===== config.mk =====
export PLATFORM = sky130hd
export DESIGN_NAME = bcsd_ring
export DESIGN_NICKNAME = d
export VERILOG_FILES = /design/src/sv/bcsd_pkg.sv /design/src/sv/bcsd_ring.sv
export SDC_FILE = /design/constraint.sdc
export NUM_CORES = 1
export LEC_CHECK = 0
export BUFFER_PORTS_ARGS = -buffer_cell sky130_fd_sc_hd__buf_2
export CAP_MARGIN = 20
export CELL_PAD_IN_SITES_DETAIL_PLACEMENT = 1
export CELL_PAD_IN_SITES_GLOBAL_PLACEMENT = 1
export CORE_MARGIN = 5
export CORE_UTILIZATION = 40
export CTS_CLUSTER_DIAMETER = 40
export DETAILED_ROUTE_END_ITERATION = 16
export PLACE_DENSITY_LB_ADDON = 0.05
export SETUP_SLACK_MARGIN = 0.05
export SYNTH_ARGS = -nofsm -noshare
export SYNTH_HDL_FRONTEND = slang
export SYNTH_SLANG_ARGS = --single-unit

===== constraint.sdc =====
create_clock -name clock -period 10.5 [get_ports clock]
set_input_delay 2.1 -clock clock [delete_from_list [all_inputs] [get_ports clock]]
set_output_delay 2.1 -clock clock [all_outputs]
set_load 0.02 [all_outputs]

===== src/sv/bcsd_pkg.sv =====
// shared types, constants and register codes for the charge state detector
package bcsd_pkg;

   localparam int MV_W    = 15;
   localparam int TIME_W  = 48;
   localparam int SLOPE_W = 16;
   localparam int CSR_IDX_W  = 3;
   localparam int CSR_DATA_W = 24;

   typedef logic [MV_W-1:0]        mv_type;
   typedef logic [TIME_W-1:0]      time_type;
   typedef logic signed [SLOPE_W-1:0] slope_type;
   typedef logic [CSR_IDX_W-1:0]   csr_idx_type;
   typedef logic [CSR_DATA_W-1:0]  csr_data_type;

   // reported charge state codes
   typedef enum logic [1:0] {
      CS_IDLE        = 2'd0,
      CS_CHARGING    = 2'd1,
      CS_FULL        = 2'd2,
      CS_DISCHARGING = 2'd3
   } charge_state_type;

   // register indexes
   localparam csr_idx_type CSR_INTERVAL    = 3'd0;
   localparam csr_idx_type CSR_RISING      = 3'd1;
   localparam csr_idx_type CSR_FALLING     = 3'd2;
   localparam csr_idx_type CSR_LIKELY_FULL = 3'd3;
   localparam csr_idx_type CSR_HOLD        = 3'd4;
   localparam csr_idx_type CSR_FULL        = 3'd5;
   localparam csr_idx_type CSR_PEAK_DROP   = 3'd6;

   // register reset values
   localparam logic [15:0]        RST_INTERVAL    = 16'd1000;
   localparam logic signed [10:0] RST_RISING      = 11'sd5;
   localparam logic signed [10:0] RST_FALLING     = -11'sd5;
   localparam mv_type             RST_LIKELY_FULL = 15'd4100;
   localparam logic [23:0]        RST_HOLD        = 24'd60000;
   localparam mv_type             RST_FULL        = 15'd4150;
   localparam mv_type             RST_PEAK_DROP   = 15'd50;

   // fixed thresholds
   localparam logic signed [16:0] JUMP_LIMIT_MV = 17'sd30;
   localparam mv_type             FLAT_SLOPE_MV = 15'd2;

   // commands from the sequencer to the sample ring
   typedef struct packed {
      logic push;
      logic scan_start;
   } ring_cmd_type;

   // status from the sample ring
   typedef struct packed {
      logic   scan_done;
      mv_type newest;
      mv_type oldest;
      mv_type median;
   } ring_stat_type;

endpackage


===== src/sv/bcsd_ring.sv =====
// sample ring as a shift line, with a rank-count median scan over one candidate a cycle
module bcsd_ring import bcsd_pkg::*; #(
   parameter int RING_SIZE = 8
) (
   input  logic          clock,
   input  logic          reset,
   input  ring_cmd_type  cmd,
   input  mv_type        push_mv,
   output ring_stat_type stat
);

   localparam int IW = $clog2(RING_SIZE);
   localparam logic [IW-1:0] LAST_IDX = IW'(RING_SIZE - 1);
   localparam logic [IW-1:0] MED_RANK = IW'(RING_SIZE / 2);

   mv_type        taps_ff [RING_SIZE];
   mv_type        median_ff;
   logic [IW-1:0] idx_ff;
   logic          scan_ff;
   logic          done_ff;
   mv_type        cand;
   logic [IW-1:0] rank;

   // shift line, newest at tap zero
   always_ff @(posedge clock) begin
      if (cmd.push) begin
         taps_ff[0] <= push_mv;
         for (int i = 1; i < RING_SIZE; i++) begin
            taps_ff[i] <= taps_ff[i-1];
         end
      end
   end

   // rank of the candidate, ties broken by tap position
   always_comb begin
      cand = taps_ff[idx_ff];
      rank = '0;
      for (int j = 0; j < RING_SIZE; j++) begin
         if ((taps_ff[j] < cand) || ((taps_ff[j] == cand) && (IW'(j) < idx_ff))) begin
            rank = rank + IW'(1);
         end
      end
   end

   // scan control
   always_ff @(posedge clock) begin
      if (reset) begin
         scan_ff <= 1'b0;
         done_ff <= 1'b0;
         idx_ff  <= '0;
      end else begin
         done_ff <= 1'b0;
         if (cmd.scan_start) begin
            scan_ff <= 1'b1;
            idx_ff  <= '0;
         end else if (scan_ff) begin
            if (idx_ff == LAST_IDX) begin
               scan_ff <= 1'b0;
               done_ff <= 1'b1;
            end else begin
               idx_ff <= idx_ff + IW'(1);
            end
         end
      end
   end

   // capture the upper median
   always_ff @(posedge clock) begin
      if (scan_ff && (rank == MED_RANK)) begin
         median_ff <= cand;
      end
   end

   assign stat.scan_done = done_ff;
   assign stat.newest    = taps_ff[0];
   assign stat.oldest    = taps_ff[RING_SIZE-1];
   assign stat.median    = median_ff;

endmodule


* Yosys cells after proc, flatten, opt, wreduce, memory -nomap -nowiden *
Memories as Yosys holds them, arrays and structs flattened. A register that Yosys moved wholly into a read port is not among the register bits.
Cells that the tools add are included.

word-level totals
  bits in registers = 20
  bits in writable memories = 120
  input port bits = 19
  output and inout port bits = 46
  word-level logic and storage cells = 77
  memories = 1

memory list
  name     words  bits a word  rd ports  clocked after memory_dff  wr ports  line             text
  taps_ff  8      15           9         1                         8         bcsd_ring.sv:16  mv_type taps_ff [RING_SIZE];

cells by class
  $add $sub $neg = 8
  order comparisons = 16
  equality and inequality tests = 10
  multiplexer cells = 16
  bitwise gates (word level) = 2
  reduce and logical (&&, ||, !) cells = 20

operators with widths
  kind                   count
  $eq A15 B15 Y1         8
  $lt A15 B15 Y1         8
  $mux W3                9
  $add A3 B1 Y3 const B  8
  $lt A3 B3 Y1 const A   4
  $logic_and A1 B1 Y1    9
  $logic_or A1 B1 Y1     8
  $mux W1                7
  $eq A3 B3 Y1 const B   2
  $lt A1 B3 Y1 const A   2
  $lt A2 B3 Y1 const A   2
  $reduce_or A3 Y1       1
  $not A1 Y1             2
  $reduce_and A2 Y1      1
  $reduce_or A2 Y1       1

* Depth between registers and ports, before layout *
An unclocked memory read counts as a cell.

  depth after elaboration = 21
  mapped depth = 32
  mapped depth without buffers = 31

* Worst setup path after synthesis *
No wires, ideal clock.

  path kind = register to register
  start = reg (tool-made name)
  end = reg median_ff[0] (enable)
  setup time = 0.411 ns
  data arrival time = 8.069 ns
  required time = 10.089 ns
  setup slack = 2.020 ns
  stages on the path, launching flop included = 31
  buffers on the path = 2
  period minus slack after synthesis = 8.480 ns
  cells stage by stage = dfxtp_1 buf_1 buf_2 mux4_2 mux2i_1 ha_1 nor2b_1 o21a_1 o21a_1 o21a_1 o21a_1 o21a_1 o21a_1 o21a_1 o21a_1 ha_1 xnor2_1 ha_1 a21boi_0 a21o_1 ha_1 nor2_1 nor2_1 ha_1 and2_0 a32oi_2 xnor2_1 xnor3_2 nand2_1 nand4b_1 o31ai_1

RTL lines
  item                  line             text
  end signal, assigned  bcsd_ring.sv:70  median_ff <= cand;
  end, declared         bcsd_ring.sv:17  mv_type median_ff;

==> results by group <==
Route
  • DRT iter0 DRCs: 326
  • Total iterations of the first detailed-routing run: 5
  • DR vias/cell: 5.77
  • Metal2 WL: 10.7 mm
  • Met3 WL: 1.06 mm
  • WL/cell: 23.5 um
  • Routed Wire Length: 22.2 mm
  • Top sig layer: met4
  • Final ANT Viol Nets: 0
  • DR vias: 5472
  • # DRC: 0
  • WL met1: 10.2 mm

Clocking
  • Post-CTS sizing: 0
  • H-tree levels: 4
  • Cts bufs inserted: 17
  • Maximum root-to-sink buffer count: 2
  • CTS tree: yes
  • Clk_lat worst skew: 0.43 ns
  • Sink Count: 143
  • Post-CTS setup buffer count: 0
  • Clk root buf: clkbuf_16
  • Hold Buf Count CTS: 0
  • Clock Pin Slew Worst Setup and Hold Paths: 0.06 ns

Logic synthesis
  • Largest family of logic cells by synthesized area: adder cells
  • Number of flops mapped to enable cells by yosys: 135
  • Post-synthesis cell type count: 55
  • Post-Synth Simple-Gate Area: 0.0681
  • Syn. warnings: 0
  • Top_reg_cell synth: edfxtp_1
  • Complex-gate fraction of the synthesized area: 0.0931
  • Post-Syn Nets: 731
  • Post-Synth XOR/XNOR Area: 0.0164
  • Adder-cell share of the synthesized area: 0.193
  • Ys async rst share: 0
  • Mux cell area share after synthesis: 0.104
  • Syn avg cell area: 14.2 um^2
  • Post-synthesis sequential element count: 143
  • Mapped cell area: 8300 um^2
  • Sequential share of the synthesized area: 0.508
  • Cells after Synth: 584

STA
  • Max transition margin: 0.305
  • Setup TNS: 0 ns
  • Hold Fails Final Rpt: 0
  • Clock Skew: 0.0233 ns
  • Final Critical Period: 8.19 ns
  • Unrepaired setup endpoints after global routing: no
  • Max-slew violation count: 0
  • Slew of the pin with the lowest slew margin: 1.01 ns
  • Tcrit/Tclk final: 0.780
  • Fmax: 0.122 GHz
  • Final Worst Setup Slack: 2.31 ns
  • Endpoints failing setup: 0

Worst setup path
  • Crit start category: register
  • FF-to-FF setup slack: 2.31 ns
  • CP max stage cell: o31ai_4
  • Most used cell along the critical path: o21a_1
  • WP data required: 10.53 ns
  • Arr. time, crit path: 8.23 ns
  • Buf+Inv Stages, Crit Path: 0
  • Setup CP Type: register to register
  • CP delay by family, top: compound AO/OA/AOI/OAI gates
  • CP Depth: 28
  • CP max FO: 15
  • Worst-case reg-to-reg path depth: 28
  • CP endpoint kind: register
  • Crit-path max cell delay: 0.82 ns

Floorplan
  • Core box area: 20400 um^2
  • I/O pin cnt: 65
  • Total die area: 23700 um^2
  • Initial Util: 0.408
  • Site row count: 52
  • Die X: 154 um
  • Chip Height: 154 um

Finish
  • Layout area overhead: 15.7%
  • Final core occ: 0.472
  • Most frequent cells in the layout: edfxtp_1 (135), ha_1 (128), buf_2 (63)
  • Final Instance Area: 9610 um^2
  • Number of diodes: 0
  • Most common cell after layout, fill and taps aside: edfxtp_1
  • Fin nets: 815
  • Layout cell share with drive strength beyond 1: 0.209

Hold path
  • Hold Path Depth: 0
  • Hold_sp: taps_ff[2][9]$_DFFE_PP_
  • Hold Crit Class: register to register

GRT
  • Vias in the first global route: 6024
  • Global-route wire length before repair: 35.2 mm
  • Largest net degree at the start of global routing: 78
  • GRT Resource Usage Total: 0.193
  • Initial antenna violation count: 0
  • Grt ovf: 0

Pwr
  • Pwr Density: 200 nW/um^2
  • Leakage power: 3.83 nW
  • Worst VDD drop: 0.000114 V
  • Tot Pwr: 1.92 mW

Place
  • Post-DP HPWL: 16.8 mm
  • RD Place Congestion: 0.859
  • Worst slack at placement: 2.23 ns
  • Placed cell areas: 9000 um^2
  • Number of port buffers: 64

Run status
  • Status: finished, final reports clean

Flow run
  • Max_cap viols: 0
==> sequential cells by signal (all words and copies together), names as in the netlist, named ones only <==
name,flops
median_ff,15
taps_ff,120
done_ff,1
idx_ff,3
scan_ff,1
==> worst paths after layout <==
check / end
setup / recovery: median_ff[14]$_DFFE_PP_
hold / removal: taps_ff[3][9]$_DFFE_PP_
setup reg to reg: median_ff[14]$_DFFE_PP_
hold reg to reg: taps_ff[3][9]$_DFFE_PP_
==> routing by layer <==
layer,GRT usage,vias to the layer above
li1,-,2522
met1,0.267,2805
met2,0.311,123
met3,0.0340,22
met4,0.0631,0
met5,0,-
==> worst reg2reg max path: cells and delay by family (launching register included) <==
| kind | cells | cell delay, ns |
|---|---|---|
| AO/OA/AOI/OAI | 12 | 2.71 |
| XOR/XNOR | 3 | 0.97 |
| adder cells (fa/ha/maj) | 5 | 1.52 |
| flip-flops | 1 | 0.62 |
| multiplexers | 2 | 1.30 |
| AND/OR/NAND/NOR | 6 | 0.67 |
==> logic make-up (layout without fill, tap and decap cells) <==
kind of cell	after synthesis	in the layout
flops	143	143
xor+xnor	9	9
compound gates	115	115
simple gates	103	103
buf+inv	37	131
fa+ha+maj	128	128
mux	49	49
==> where the power goes <==
part	total, mW	internal, mW	switching [mW]
combinational	0.565	0.256	0.309
clock	0.627	0.392	0.235
sequential	0.732	0.694	0.0380
total	1.92	1.34	0.582
==> per-stage QoR <==
step                      instances  hold WS [ns]
after detailed placement        917         0.469
final                           948         0.486
after global placement          917         0.462
after CTS                       946         0.483
after floorplan                 584         0.431
after global routing            948         0.496
==> cell type report <==
type                    count  area (um^2)
clock buffers              17          425
clock inverters            12          171
fillers                  2077        10800
inverters                  28          105
multi-input cells         404         3960
flip-flops and latches    143         4220
well taps                 270          338
repair buffers             74          398
==> Yosys cell counts, drive strengths merged (4+ instances only) <==
cell type,instances,area [um^2]
a211oi,7,52.6
a21o,18,135
a21oi,33,169
and2,4,25.0
and3,4,26.3
and4,6,52.6
buf,5,25.0
clkbuf,4,15.0
dfxtp,8,160
edfxtp,135,4050
ha,128,1600
inv,28,105
mux2i,18,180
mux4,30,676
nand2,17,63.8
nand3,5,25.0
nand3b,4,30.0
nand4,18,113
nor2,18,67.6
nor2b,6,37.5
nor3,9,45.0
nor4,5,31.3
o21a,19,143
o21ai,18,93.8
xnor2,5,43.8
Note: power is estimated with default switching activity, not from simulation.
