===== config.mk =====
export PLATFORM = sky130hd
export DESIGN_NAME = bcsd_div
export DESIGN_NICKNAME = d
export VERILOG_FILES = /design/src/sv/bcsd_pkg.sv /design/src/sv/bcsd_div.sv
export SDC_FILE = /design/constraint.sdc
export NUM_CORES = 1
export LEC_CHECK = 0
export ABC_AREA = 1
export BUFFER_PORTS_ARGS = -buffer_cell sky130_fd_sc_hd__buf_2
export CORE_MARGIN = 1.5
export CORE_UTILIZATION = 32
export DETAILED_ROUTE_END_ITERATION = 10
export PLACE_DENSITY_LB_ADDON = 0.08
export REMOVE_ABC_BUFFERS = 1
export SYNTH_ARGS = -nofsm -noshare
export SYNTH_HDL_FRONTEND = slang
export SYNTH_SLANG_ARGS = --single-unit

===== constraint.sdc =====
create_clock -name clock -period 16.79 [get_ports clock]
set_input_delay 5.037 -clock clock [delete_from_list [all_inputs] [get_ports clock]]
set_output_delay 5.037 -clock clock [all_outputs]
set_load 0.05 [all_outputs]

===== src/sv/bcsd_pkg.sv =====
// shared types, constants and register codes for the charge state detector
package bcsd_pkg;

   localparam int MV_W    = 15;
   localparam int TIME_W  = 48;
   localparam int SLOPE_W = 16;
   localparam int CSR_IDX_W  = 3;
   localparam int CSR_DATA_W = 24;

   typedef logic [MV_W-1:0]        mv_type;
   typedef logic [TIME_W-1:0]      time_type;
   typedef logic signed [SLOPE_W-1:0] slope_type;
   typedef logic [CSR_IDX_W-1:0]   csr_idx_type;
   typedef logic [CSR_DATA_W-1:0]  csr_data_type;

   // reported charge state codes
   typedef enum logic [1:0] {
      CS_IDLE        = 2'd0,
      CS_CHARGING    = 2'd1,
      CS_FULL        = 2'd2,
      CS_DISCHARGING = 2'd3
   } charge_state_type;

   // register indexes
   localparam csr_idx_type CSR_INTERVAL    = 3'd0;
   localparam csr_idx_type CSR_RISING      = 3'd1;
   localparam csr_idx_type CSR_FALLING     = 3'd2;
   localparam csr_idx_type CSR_LIKELY_FULL = 3'd3;
   localparam csr_idx_type CSR_HOLD        = 3'd4;
   localparam csr_idx_type CSR_FULL        = 3'd5;
   localparam csr_idx_type CSR_PEAK_DROP   = 3'd6;

   // register reset values
   localparam logic [15:0]        RST_INTERVAL    = 16'd1000;
   localparam logic signed [10:0] RST_RISING      = 11'sd5;
   localparam logic signed [10:0] RST_FALLING     = -11'sd5;
   localparam mv_type             RST_LIKELY_FULL = 15'd4100;
   localparam logic [23:0]        RST_HOLD        = 24'd60000;
   localparam mv_type             RST_FULL        = 15'd4150;
   localparam mv_type             RST_PEAK_DROP   = 15'd50;

   // fixed thresholds
   localparam logic signed [16:0] JUMP_LIMIT_MV = 17'sd30;
   localparam mv_type             FLAT_SLOPE_MV = 15'd2;

   // commands from the sequencer to the sample ring
   typedef struct packed {
      logic push;
      logic scan_start;
   } ring_cmd_type;

   // status from the sample ring
   typedef struct packed {
      logic   scan_done;
      mv_type newest;
      mv_type oldest;
      mv_type median;
   } ring_stat_type;

endpackage


===== src/sv/bcsd_div.sv =====
// span divider: reciprocal multiply by the fixed ring span, product then quotient registered
module bcsd_div import bcsd_pkg::*; #(
   parameter int RING_SIZE = 8
) (
   input  logic   clock,
   input  logic   reset,
   input  logic   start,
   input  mv_type dividend,
   output logic   done,
   output mv_type quotient
);

   // floor(x / d) == (x * ceil(2^s / d)) >> s for every x below 2^MV_W
   localparam int DIVISOR = RING_SIZE - 1;
   localparam int SHIFT   = MV_W + $clog2(DIVISOR);
   localparam int RECIP_W = SHIFT + 1;
   localparam int PROD_W  = MV_W + RECIP_W;
   localparam longint RECIP_VAL =
      ((longint'(1) << SHIFT) + longint'(DIVISOR) - longint'(1)) / longint'(DIVISOR);
   localparam logic [RECIP_W-1:0] RECIP = RECIP_W'(RECIP_VAL);

   logic [PROD_W-1:0] prod_ff;
   mv_type            quot_ff;
   logic              mul_ff;
   logic              done_ff;

   // product, then quotient taken from the upper bits
   always_ff @(posedge clock) begin
      if (start) begin
         prod_ff <= {{RECIP_W{1'b0}}, dividend} * {{MV_W{1'b0}}, RECIP};
      end
      if (mul_ff) begin
         quot_ff <= prod_ff[SHIFT +: MV_W];
      end
   end

   // two-stage done pulse
   always_ff @(posedge clock) begin
      if (reset) begin
         mul_ff  <= 1'b0;
         done_ff <= 1'b0;
      end else begin
         mul_ff  <= start;
         done_ff <= mul_ff;
      end
   end

   assign done     = done_ff;
   assign quotient = quot_ff;

endmodule


---- Word level (Yosys, flattened, before mapping) ----
Index checks and enable logic that the tools add are counted.
word-level totals
  register bits ........................... 45
  bits in latches ......................... 0
  memory bits (writable) .................. 0
  bits in read-only memories .............. 0
  bits of input ports ..................... 18
  output and inout port bits .............. 16
  word-level logic and storage cells ...... 5
  memories kept ........................... 0
operators by class
  add/sub/neg operators ................... 0
  multipliers ............................. 1
  divide/modulo/power cells ............... 0
  order comparisons ....................... 0
  eq/ne operators ......................... 0
  shift operators ......................... 0
  mux-type cells .......................... 0
  bitwise logic cells ..................... 0
  reductions and logical operators ........ 0
operators with widths
  cell                      number
  $mul A15 B15 Y30 const B  1

---- Depth between registers and ports, before layout ----
Gate-level depths: netlist (run 1).
  depth in word-level cells ............... 1
  gate-level depth with buffers ........... 21
  gate-level depth less buffers ........... 21

---- Least setup slack after synthesis (run 1) ----
No wires, ideal clock.
  kind .................................... input -> register
  start point ............................. in dividend[12]
  end point ............................... reg prod_ff[29] (data pin)
  setup time .............................. 252 ps
  arrival time ............................ 8,534 ps
  required time ........................... 16,538 ps
  path slack .............................. 8,003 ps
  cell stages on the path ................. 19
  path buffers ............................ 0
  path through ............................ ha_1 > ha_1 > ha_1 > fa_1 > fa_1 > inv_1 > fa_1 > inv_1 > ha_1 > nand2_1 > inv_1 > nand2_1 > nand2_1 > nand2_1 > nand3_1 > a21oi_1 > nand2_1 > nand2_1 > nand2_1
on the way
  longest elaborated chain between the ends .. 1
RTL lines
  element               line            text
  from (decl)           bcsd_div.sv:8   input mv_type dividend,
  $mul A15 B15 Y30      bcsd_div.sv:30  prod_ff <= {{RECIP_W{1'b0}}, dividend} * {{MV_W{1'b0}}, RECIP};
  to (signal assigned)  bcsd_div.sv:30
  to (decl)             bcsd_div.sv:22  logic [PROD_W-1:0] prod_ff;
Every way passes these cells.
A chain may end at the register's enable or synchronous reset.

---- Worst setup path after layout (run 1) ----
  start point ............................. in dividend[11]
  end point ............................... reg prod_ff[28] (data pin)
Same word-level chain as after synthesis.

==> qor.yml, run 1 <==
cts-resized-gates: 0
max-slew-margin-rel_pct: 60.40
core_um2: 13350
period_share_pct: 53.01
drv_cap: 0
place_ws_ns: 7.595
layout-drive-gt1-share_pct: 8.608
cellInternalPower_w: 0.0003287
grt_pass1_vias: 3618
clk_path_buf_depth: 2
dieArea_um2: 14460
ant_nets: 0
outcome: "finished clean"
synthArstFlopShare_pct: 0
dp.final_hpwl_um: 9281
startpoint_type: "input port"
syn_inst: 512
grt_pass1_wl_um: 17490
synth_top_area_share_pct: 31.86
power_frac_comb_pct: 73.0
switching_share_pct: 51.61
antenna_found_initial: 0
critPathKind: "input port to register"
synth-seq-cells: 28
syn_area_um2: 4398
drv_slew: 0
rsz0062_at_grt: "no"
p_seq_share_pct: 16.9
clkPwrFrac_pct: 10.1
cts_root_buffer: "clkbuf_16"
synthDistinctLibCells: 26
ys_warn_count: 0
totalNegativeSetupSlack_ns: 0
cts_max_level: 1
clock_latency_ns: 0.26
drt-pass1-iter-count: 4
cts_buffers: 3
antennaDiodeCount: 0
regToRegSetupSlack_ns: 15.72
wl_per_cell_um: 14.26
ys_top_cells_by_area: "ha_1 (32%), edfxtp_1 (18%), fa_1 (16%)"
finalSetupViolations: 0
gp_congestion: 0.8666
grt_max_degree: 17
critPathCaptureType: "register"
cts.clk_slew.worst_paths_ns: 0.06
hold_viol_final: 0
fmax_mhz: 112.4
synth_flop_cell: "edfxtp_1"
totalWireLength_um: 10300
row_count: 42
io_pins: 34
crit_path_max_fanout: 5
yosys.area.top_type: "ha_1"
syn_avg_cell_area_um2: 8.590
synthToLayoutAreaGrowth_pct: 10.67
nFillCells: 1458
crit_required_ns: 16.80
vias: 3328
viasPerCell: 4.609
synth_edf_count: 26
p_per_area_nw_per_um2: 139.6
finalCriticalPeriod_ns: 8.901
grt_remaining_overflow: 0
synth.most_common_cell: "ha_1"
nNetsFinal: 712
finalClockSkew_ns: 0.005560
drc: 0
grt_usage_pct: 15.26
final_util_pct: 36.46
critPathArrivalTime_ns: 8.92
port_buffers: 31
hold_class: "register to register"
die_w_um: 120.2
cts_setup_buffers: 0
cts_tree: "built"
ir_drop_mv: 0.04252
tightest_slew_ns: 0.5932
post-route-worst-setup-slack_ns: 7.889
clkSinkCount: 28
p_sw_w: 0.0003507
synthTopCellsByCount: "ha_1 (112), nand2_1 (111), inv_1 (105)"
yosysSeqAreaShare_pct: 18.66
ctsHoldBuffers: 0
drt-initial-drc-count: 89
cellLeakagePower_nw: 2.704
start_util_pct: 32.95
dieHeight_um: 120.2
power_w: 0.0006794
-- area by class of cell --
cell class / instances / area, µm² / share of cell area, %
multi-input cells: 378 / 3172 / 65.17
flip-flops and latches: 28 / 820.8 / 16.86
inverters: 105 / 394.1 / 8.098
well taps: 176 / 220.2 / 4.524
repair buffers: 31 / 155.1 / 3.188
clock buffers: 3 / 75.07 / 1.542
clock inverters: 1 / 30.03 / 0.6170
-- worst paths after layout --
| path | startpoint | end | cells after the start |
|---|---|---|---|
| worst max-delay path | dividend[11] | prod_ff[28]$_DFFE_PP_ | 18 |
| worst min-delay path | prod_ff[18]$_DFFE_PP_ | quotient[0]$_DFFE_PP_ | 0 |
| worst max register to register | mul_ff$_SDFF_PP0_ | quotient[2]$_DFFE_PP_ | 0 |
| worst min register to register | prod_ff[18]$_DFFE_PP_ | quotient[0]$_DFFE_PP_ | 0 |
-- cell usage in the layout, fill, tap and decap left out, drive strengths merged --
cell	synthesis	routed
bufinv	0	1
fa	35	35
dfxtp	2	2
nor4	1	1
edfxtp	26	26
o21ai	11	11
conb	1	2
o21a	2	2
nand3	19	19
xnor2	1	1
a21o	2	2
ha	112	112
nor3b	1	1
inv	105	105
nor3	5	5
clkbuf	0	3
o21bai	3	3
nand2	115	115
buf	2	31
nor2	31	31
xor2	3	3
a21oi	25	25
nand3b	1	1
nand4	9	9
-- state kept, by name, indices dropped and copies added, names as in the netlist --
signal,cells
quotient,13
prod_ff,13
done,1
mul_ff,1
-- cells by family (layout without fill, tap and decap cells) --
| group | Yosys count | after routing | synth area share [%] |
|---|---|---|---|
| AOI/OAI and AO/OA | 43 | 43 | 5.291 |
| adders and majority gates | 147 | 147 | 47.80 |
| and+or+nand+nor | 182 | 182 | 18.07 |
| buffers and inverters | 107 | 140 | 9.303 |
| DFF | 28 | 28 | 18.66 |
| other | 1 | 2 | 0.08527 |
| xor gates and xnor gates | 4 | 4 | 0.7967 |
-- worst max-delay path, stage by stage --
cell and delay, ns:
buf_2 0.16, ha_1 0.31, ha_1 0.28, ha_1 0.31, fa_1 0.47, fa_1 0.55
inv_1 0.06, fa_1 0.53, inv_1 0.04, ha_1 0.32, nand2_1 0.12, inv_1 0.06
a21oi_1 0.19, nor2_1 0.08, o21bai_1 0.18, nand3_1 0.10, nand2_1 0.06, nand2_1 0.04
-- metal layers --
layer / up-vias / track usage (%) / share of wire (%)
li1: 1728 / - / -
met1: 1543 / 20.33 / 48
met3: 11 / 0.6132 / 2.0
met4: 0 / 2.941 / 1.2
met2: 46 / 27.71 / 48
met5: - / 0 / 0
-- power by group through the flow --
stage / combinational (W) / clock, W / sequential (W)
floorplan: 0.000355 / 0 / 0.000133
global placement: 0.000501 / 0 / 0.000116
detailed placement: 0.000501 / 0 / 0.000116
CTS: 0.000507 / 0.0000708 / 0.000115
global route: 0.000579 / 0.0000733 / 0.000116
finish: 0.000496 / 0.0000689 / 0.000115
-- per-stage QoR --
step                hold WS, ns  area (µm²)  cells
global placement         0.4035        4762    718
finish                   0.4193        4867    722
floorplan                0.4003        4387    511
detailed placement       0.4056        4762    718
global route             0.4241        4867    722
CTS                      0.4214        4867    722
Power figures use the tool's default switching activity.
==> run 2: changes to the inputs <==
clock period = 8.58 ns   (was 16.79 ns; I/O delays follow)
==> run 2 against run 1 <==
Compared with the run above:
- combinational power is 96% higher
- highest routed layer unchanged
- critical path depth rose by 1
- clock-buffer cell count did not move
- critical endpoint unchanged
==> qor.yml, run 2 (synthesis gave the netlist of run 1 again) <==
grt_pass1_wl_um: 17730
drv_cap: 0
start_util_pct: 32.95
synthToLayoutAreaGrowth_pct: 10.67
max-slew-margin-rel_pct: 61.13
critPathArrivalTime_ns: 6.45
grt_usage_pct: 15.48
critPathKind: "input port to register"
nNetsFinal: 712
ant_nets: 0
dieHeight_um: 120.2
p_per_area_nw_per_um2: 273.5
cts_tree: "built"
fmax_mhz: 155.4
cts_max_level: 1
cellInternalPower_w: 0.0006429
grt_remaining_overflow: 0
antennaDiodeCount: 0
finalCriticalPeriod_ns: 6.434
ctsHoldBuffers: 0
io_pins: 34
holdWs_ns: 0.4189
dp.final_hpwl_um: 9285
rsz0062_at_grt: "no"
switching_share_pct: 51.70
regArea_um2: 820.8
core_um2: 13350
p_sw_w: 0.0006883
die_w_um: 120.2
viasPerCell: 4.590
cts_root_buffer: "clkbuf_16"
cts-resized-gates: 0
cellLeakagePower_nw: 2.704
power_frac_comb_pct: 73.0
drc: 0
wl_per_cell_um: 14.25
drt-pass1-iter-count: 4
p_seq_share_pct: 16.8
hold_viol_final: 0
clock_latency_ns: 0.26
nFillCells: 1448
gp_congestion: 0.8667
final_common_cell: "ha_1"
tightest_slew_ns: 0.5823
vias: 3314
antenna_found_initial: 0
clkPwrFrac_pct: 10.2
finalSetupViolations: 0
outcome: "finished clean"
cts_buffers: 3
grt_pass1_vias: 3631
port_buffers: 31
clk_path_buf_depth: 2
multi_input_area_um2: 3172
layout-drive-gt1-share_pct: 8.608
cts.clk_slew.worst_paths_ns: 0.07
final_cell_mix: "ha_1 (112), nand2_1 (111), inv_1 (105)"
grt_max_degree: 17
startpoint_type: "input port"
clkSinkCount: 28
totalNegativeSetupSlack_ns: 0
dieArea_um2: 14460
drv_slew: 0
drt-initial-drc-count: 107
cts_setup_buffers: 0
crit_path_max_fanout: 5
crit_required_ns: 8.60
period_share_pct: 74.99
ir_drop_mv: 0.08952
finalClockSkew_ns: 0.001602
critPathCaptureType: "register"
row_count: 42
hold_class: "register to register"
totalWireLength_um: 10290
==> run 2: worst max-delay path: stages <==
cell     delay, ns
buf_2         0.16
ha_1          0.31
ha_1          0.27
ha_1          0.30
fa_1          0.47
fa_1          0.55
inv_1         0.06
fa_1          0.53
inv_1         0.04
ha_1          0.31
nand2_1       0.10
inv_1         0.08
nand2_1       0.09
nor3_2        0.22
inv_1         0.08
nor2_1        0.09
nand2_1       0.07
nand4_1       0.08
nand2_1       0.05
==> run 2: area by class of cell <==
type | instances | share of cell area [%]
sequential | 28 | 16.86
clock inverter | 1 | 0.6170
inverter | 105 | 8.098
clock buffer | 3 | 1.542
multi-input combinational | 378 | 65.17
timing repair buffer | 31 | 3.188
tap | 176 | 4.524
==> run 2: path summary, 6_finish.rpt <==
path | startpoint | endpoint | slack [ns] | cells past startpoint
worst max register to register | mul_ff$_SDFF_PP0_ | quotient[10]$_DFFE_PP_ | 7.53 | 0
worst min-delay path | prod_ff[24]$_DFFE_PP_ | quotient[6]$_DFFE_PP_ | 0.42 | 0
worst min register to register | prod_ff[24]$_DFFE_PP_ | quotient[6]$_DFFE_PP_ | 0.42 | 0
worst max-delay path | dividend[11] | prod_ff[28]$_DFFE_PP_ | 2.15 | 19
==> run 2: power by group through the flow <==
stage	Combinational (W)	Sequential, W	Clock [W]
final	0.000971	0.000224	0.000136
after global routing	0.00113	0.000227	0.000145
after CTS	0.000991	0.000225	0.000139
after detailed placement	0.000979	0.000228	0
after global placement	0.000980	0.000227	0
after floorplan	0.000695	0.000261	0
==> run 2: stage by stage <==
| step | cell area [µm²] | util [%] | instances | worst slack (ns) | total power [W] |
|---|---|---|---|---|---|
| after floorplan | 4387 | - | 511 | 2.256 | 0.0009560 |
| after global placement | 4762 | 35.68 | 718 | 1.880 | 0.001207 |
| after detailed placement | 4762 | 35.68 | 718 | 1.838 | 0.001206 |
| after CTS | 4867 | 36.46 | 722 | 2.114 | 0.001354 |
| after global routing | 4867 | 36.46 | 722 | 1.847 | 0.001507 |
| final | 4867 | 36.46 | 722 | 2.146 | 0.001331 |
==> run 2: layer usage <==
layer,global-route usage [%],vias to the layer above,part of all wire [%]
li1,-,1733,-
met1,21.07,1520,49
met2,27.93,51,48
met3,0.5660,10,1.9
met4,2.353,0,1.1
met5,0,-,0
